**src/rtl/pmid_pkg.sv**
```systemverilog
`default_nettype none
package pmid_pkg;

  localparam int unsigned COORD_W   = 24;
  localparam int unsigned CELL_W    = 23;
  localparam int unsigned TOL_W     = 12;
  localparam int unsigned DIST_W    = 26;
  localparam int unsigned N_AXES    = 3;
  localparam int unsigned ABS_W     = COORD_W;
  localparam int unsigned WRAP_W    = COORD_W + 1;
  localparam int unsigned SQ_W      = 2 * ABS_W;
  localparam int unsigned SUM_W     = SQ_W + 2;
  localparam int unsigned ROOT_W    = SUM_W / 2;
  localparam int unsigned REM_W     = ROOT_W + 3;
  localparam int unsigned SQ_STEPS  = ROOT_W;
  localparam int unsigned SQ_PER_STG = 2;
  localparam int unsigned SQ_STAGES = (SQ_STEPS + SQ_PER_STG - 1) / SQ_PER_STG;

  localparam int unsigned CFG_IDX_W  = 3;
  localparam int unsigned CFG_DATA_W = CELL_W;

  typedef enum logic [CFG_IDX_W-1:0] {
    CFG_CELL_LEN_X   = 3'd0,
    CFG_CELL_LEN_Y   = 3'd1,
    CFG_CELL_LEN_Z   = 3'd2,
    CFG_WRAP_TOL     = 3'd3
  } cfg_idx_e;

  localparam logic [CELL_W-1:0] CELL_LEN_RST = CELL_W'(32768);
  localparam logic [TOL_W-1:0]  WRAP_TOL_RST = TOL_W'(4);

  typedef struct packed {
    logic [SUM_W-1:0]  rad;
    logic [REM_W-1:0]  rem;
    logic [ROOT_W-1:0] root;
  } sq_t;

  // one root bit (from two radicand bits) of the restoring square root
  function automatic sq_t sq_step(sq_t s);
    sq_t              r;
    logic [REM_W-1:0] rem_sh;
    logic [REM_W-1:0] trial;
    rem_sh = {s.rem[REM_W-3:0], s.rad[SUM_W-1 -: 2]};
    trial  = {1'b0, s.root, 2'b01};
    r.rad  = {s.rad[SUM_W-3:0], 2'b00};
    if (rem_sh >= trial) begin
      r.rem  = rem_sh - trial;
      r.root = {s.root[ROOT_W-2:0], 1'b1};
    end else begin
      r.rem  = rem_sh;
      r.root = {s.root[ROOT_W-2:0], 1'b0};
    end
    return r;
  endfunction

endpackage
`default_nettype wire

```
**src/rtl/pmid_sqrt.sv**
```systemverilog
`default_nettype none
module pmid_sqrt (
  input  wire logic                          clk_i,
  input  wire logic                          rst_ni,
  input  wire logic                          valid_i,
  output logic                               ready_o,
  input  wire logic [pmid_pkg::SUM_W-1:0]    radicand_i,
  output logic                               valid_o,
  input  wire logic                          stall_i,
  output logic      [pmid_pkg::ROOT_W-1:0]   root_o
);

  localparam int unsigned NS = pmid_pkg::SQ_STAGES;

  logic [NS-1:0]   v_q;
  logic [NS-1:0]   v_in;
  logic [NS:0]     en;
  pmid_pkg::sq_t   src   [NS];
  pmid_pkg::sq_t   stg_d [NS];
  pmid_pkg::sq_t   stg_q [NS];

  assign en[NS] = !stall_i;
  assign src[0] = '{rad: radicand_i, rem: '0, root: '0};
  assign v_in   = {v_q[NS-2:0], valid_i};

  for (genvar j = 0; j < NS; j++) begin : g_stg
    assign en[j] = !v_q[j] || en[j+1];

    if (j > 0) begin : g_src
      assign src[j] = stg_q[j-1];
    end

    always_comb begin
      stg_d[j] = src[j];
      for (int k = 0; k < pmid_pkg::SQ_PER_STG; k++) begin
        if (j * pmid_pkg::SQ_PER_STG + k < pmid_pkg::SQ_STEPS) begin
          stg_d[j] = pmid_pkg::sq_step(stg_d[j]);
        end
      end
    end

    always_ff @(posedge clk_i or negedge rst_ni) begin
      if (!rst_ni) begin
        v_q[j] <= 1'b0;
      end else if (en[j]) begin
        v_q[j] <= v_in[j];
      end
    end

    always_ff @(posedge clk_i) begin
      if (en[j]) begin
        stg_q[j] <= stg_d[j];
      end
    end
  end

  assign ready_o = en[0];
  assign valid_o = v_q[NS-1];
  assign root_o  = stg_q[NS-1].root;

endmodule
`default_nettype wire

```
**config.mk**
```make
export PLATFORM = sky130hd
export DESIGN_NAME = pmid_sqrt
export DESIGN_NICKNAME = d
export VERILOG_FILES = /design/src/rtl/pmid_pkg.sv /design/src/rtl/pmid_sqrt.sv
export SDC_FILE = /design/constraint.sdc
export NUM_CORES = 2
export LEC_CHECK = 0
export ABC_AREA = 1
export BUFFER_PORTS_ARGS = -buffer_cell sky130_fd_sc_hd__buf_4
export CAP_MARGIN = 20
export CORE_MARGIN = 8
export CORE_UTILIZATION = 40
export CTS_CLUSTER_DIAMETER = 80
export DETAILED_ROUTE_END_ITERATION = 10
export PLACE_DENSITY = 0.6
export SLEW_MARGIN = 10
export SYNTH_ARGS = -nofsm -noshare
export SYNTH_HDL_FRONTEND = slang
export SYNTH_SLANG_ARGS = --single-unit
```
**constraint.sdc**
```tcl
create_clock -name clk_i -period 35.5 [get_ports clk_i]
set_input_delay 5.325 -clock clk_i [delete_from_list [all_inputs] [get_ports clk_i]]
set_output_delay 5.325 -clock clk_i [all_outputs]
set_load 0.005 [all_outputs]
```
==> implementation parameters <==
Parameter                              Value

Status
  Status    complete, no violations

Synthesis
  Number of unique standard cell types used by synthesis    65
  #FFs+latches synth    779
  Async set-reset flop share out of synthesis    1.67%
  Avg Synthesized Cell Area    7.52 um^2
  Share of the synthesized area in the top cell type    40.8%
  Most numerous cell in the Yosys netlist    sky130_fd_sc_hd__nand2_1
  Netlist area before placement    56400 um^2
  Sequential share of the synthesized area    41.4%
  Main area contributors after synthesis    sky130_fd_sc_hd__edfxtp_1 (41%), sky130_fd_sc_hd__nand2_1 (16%), sky130_fd_sc_hd__ha_1 (7.7%), sky130_fd_sc_hd__inv_1 (7.4%), sky130_fd_sc_hd__nor2_1 (5.2%)
  Number of warnings reported in the yosys synthesis log    0
  Number of flops mapped to enable cells by yosys    766
  Cell type with the largest total area after synthesis    sky130_fd_sc_hd__edfxtp_1
  List of most frequent post-synthesis cells    sky130_fd_sc_hd__nand2_1 (2359), sky130_fd_sc_hd__inv_1 (1118), sky130_fd_sc_hd__nor2_1 (781)
  Top FF cell, synth    sky130_fd_sc_hd__edfxtp_1
  Synthesized netlist cell count    7499

Worst hold path
  Endpoint of the worst hold-timing path    stg_q[0][381]
  Startpoint of the tightest hold check path    stg_q[0][276]
  Count of cells along the worst hold path    0
  Hold WC Path Type    reg -> reg

Detailed routing
  Routed wire length per instance    17.4 um
  Via count    48.5k
  Routed Wire Length    166000 um
  Iteration-0 DRC Markers    3582
  Drt pass-1 iters    6
  Number of remaining DRC errors    0
  Antenna-violating nets left    0
  Average vias per placed instance    5.07

STA
  Clk_skew    0.0322 ns
  Final worst-path cycle share    45.0%
  Post-layout min period    15.99 ns
  Highest clock rate    62.5 MHz
  Fin worst setup slack    19.51 ns
  Worst-margin pin slew    1.00 ns
  Total negative setup slack    0 ns
  Headroom to the max-slew limit    32.8%
  Count of endpoints failing setup in the final report    0
  RSZ-0062 raised after global routing    false
  Count of final hold-check violations    0
  Worst Hold Margin    0.403 ns
  Total count of max-transition violations in the final report    0

Clocking
  Count of H-tree levels built during CTS    3
  Inserted Clock Buffers    90
  Post-CTS Setup Inserts    0
  Clock Tree Buf Depth    3
  Post-CTS clock slew at the launch and capture registers of the worst setup and hold paths    0.06 ns
  Root buffer cell    sky130_fd_sc_hd__clkbuf_16
  Clock Latency Late Sink    0.71 ns
  Hold bufs inserted after CTS    0
  Sinks on Clock Net    779
  Number of gates given a new drive strength after cts    0
  Clock tree from TritonCTS    done

Power and ir drop
  Leakage power figure    29.8 nW
  Power share of the combinational group    47.0%
  Internal power of the cells    0.00266 W
  Total net switching power    0.00216 W
  Overall power consumption    0.00482 W
  Largest vdd supply drop    0.0436 mV
  Power per standard cell area    77.6 nW/um^2
  Switching part of the total power    44.8%
  Clock group share of total power    19.5%
  Power share of the sequential group    33.5%

Global route
  Aggregate global routing overflow    0
  Global-route wire length before repair    258000 um
  Global Route Usage Sum    21.1%
  Initial antenna violation count    1
  Number of global-route vias before repair    46.6k
  Largest net degree at the start of global routing    68

Layout
  Share of final-layout standard cells stronger than drive strength 1    5.12%
  Final core utilization    44.4%
  Final #Nets    8016
  Post-synthesis to final-layout area growth    10.1%
  Fill cell total of the finished layout    14.1k
  Antenna diode count    0

Worst setup path
  Reg-to-reg slack, setup    29.03 ns
  WP data arrival    10.66 ns
  Critical path type    in -> out
  CP endpoint kind    output pin
  Depth of the worst register-to-register path    25
  Startpoint Class    input port
  Origin of the critical flop-to-flop path    stg_q[1][203]
  Critical path fanouts, max    62
  CP required    30.17 ns
  Critical register-to-register path endpoint    stg_q[1][340]

Die
  Height of the die    391 um
  Total number of placement rows    137
  X dimension of the die    391 um
  Number of ports placed on the die boundary    81
  Initial core utilization    40.4%
  Core box area    140000 um^2
  Die area    153000 um^2

Placement
  Number of input and output port buffers inserted    80
  Worst slack, placed    19.31 ns
  Routability-driven placement congestion ratio    0.951
  Detailed placer's ending HPWL    136000 um

Job
  Number of max-cap violations    0
## stage by stage
stage,instances,cell area [um^2]
final,9565,62100
after detailed placement,9398,59000
after global routing,9565,62100
after floorplan,7501,56400
after CTS,9565,62100
after global placement,9397,59000
## per-layer routing
metal  track usage (%)  part of all wire [%]  wire length (um)  vias up
li1                  -                     -                 -    24800
met1              27.2                    45             74000    22300
met2              36.9                    48             79700     1107
met3              2.53                   4.1              6750      269
met4              6.63                   3.3              5510        2
met5                 0                0.0042                 7        -
## layout by cell type, fill, tap and decap left out, types with 78 or more instances in the layout
cell type	synthesis	layout
sky130_fd_sc_hd__nand4_1	127	127
sky130_fd_sc_hd__nor2_1	781	781
sky130_fd_sc_hd__nand3_1	478	478
sky130_fd_sc_hd__edfxtp_1	766	766
sky130_fd_sc_hd__xor2_1	166	166
sky130_fd_sc_hd__nor3_1	78	78
sky130_fd_sc_hd__o21ai_0	309	309
sky130_fd_sc_hd__ha_1	348	348
sky130_fd_sc_hd__buf_4	21	98
sky130_fd_sc_hd__clkbuf_16	0	90
sky130_fd_sc_hd__inv_1	1118	1109
sky130_fd_sc_hd__nand2_1	2359	2356
sky130_fd_sc_hd__a21oi_1	386	386
sky130_fd_sc_hd__xnor2_1	101	101
## logic make-up (layout without fill, tap and decap cells)
logic type	count (synthesis)	in the layout	synth area share (%)
buffers and inverters	1211	1399	8.43
XOR/XNOR	267	267	4.15
adder cells (fa/ha/maj)	348	348	7.72
AO/OA/AOI/OAI	885	885	8.58
flip-flops	779	779	41.4
other	1	3	0.00665
multiplexers	1	1	0.0178
AND/OR/NAND/NOR	4007	4007	29.7
## state kept, by name (all words and copies together), names as in the netlist
signal / cells
stg_q: 766
valid_o: 1
v_in: 12
## power groups by stage
stage	Combinational [W]	Sequential, W	Clock [W]
3_3_place_gp	0.00223	0.00163	0
5_1_grt	0.00255	0.00164	0.00100
4_1_cts	0.00225	0.00162	0.000966
2_1_floorplan	0.00165	0.00152	0
3_5_place_dp	0.00224	0.00163	0
6_report	0.00226	0.00161	0.000940
## cell type report
type	count	area [um^2]	share of cell area [%]
Inverter	1133	4260	6.86
Timing Repair Buffer	99	751	1.21
Clock buffer	106	2310	3.73
Tap cell	1876	2350	3.78
Multi-Input combinational cell	5511	28300	45.6
Clock inverter	61	746	1.20
Sequential cell	779	23300	37.6
## worst max-delay path by stage
| stage | startpoint | end | slack, ns | cells past startpoint |
|---|---|---|---|---|
| after global placement | stall_i | ready_o | 18.74 | 26 |
| after global routing | stall_i | ready_o | 18.84 | 26 |
| after CTS | stall_i | ready_o | 19.26 | 26 |
| after detailed placement | stall_i | ready_o | 19.31 | 26 |
| after floorplan | stall_i | ready_o | 11.62 | 19 |
| final | stall_i | ready_o | 19.51 | 26 |
## worst max-delay path, stage by stage
cell	delay, ns
sky130_fd_sc_hd__buf_4	0.11
sky130_fd_sc_hd__nand2_1	0.32
sky130_fd_sc_hd__nor2_1	0.10
sky130_fd_sc_hd__inv_2	0.06
sky130_fd_sc_hd__buf_4	0.53
sky130_fd_sc_hd__nor2_1	0.11
sky130_fd_sc_hd__inv_2	0.07
sky130_fd_sc_hd__buf_4	0.53
sky130_fd_sc_hd__nor2_1	0.13
sky130_fd_sc_hd__inv_2	0.07
sky130_fd_sc_hd__buf_4	0.56
sky130_fd_sc_hd__nor2_1	0.12
sky130_fd_sc_hd__inv_2	0.09
sky130_fd_sc_hd__nor2_1	0.05
sky130_fd_sc_hd__inv_2	0.04
sky130_fd_sc_hd__buf_4	0.57
sky130_fd_sc_hd__nor2_1	0.13
sky130_fd_sc_hd__inv_2	0.09
sky130_fd_sc_hd__nor2_1	0.08
sky130_fd_sc_hd__nand2_4	0.07
sky130_fd_sc_hd__nor2_1	0.08
sky130_fd_sc_hd__nand2_4	0.25
sky130_fd_sc_hd__nor2_1	0.16
sky130_fd_sc_hd__nand2_4	0.07
sky130_fd_sc_hd__buf_4	0.64
sky130_fd_sc_hd__buf_4	0.24
(Power assumes the default switching activity.)
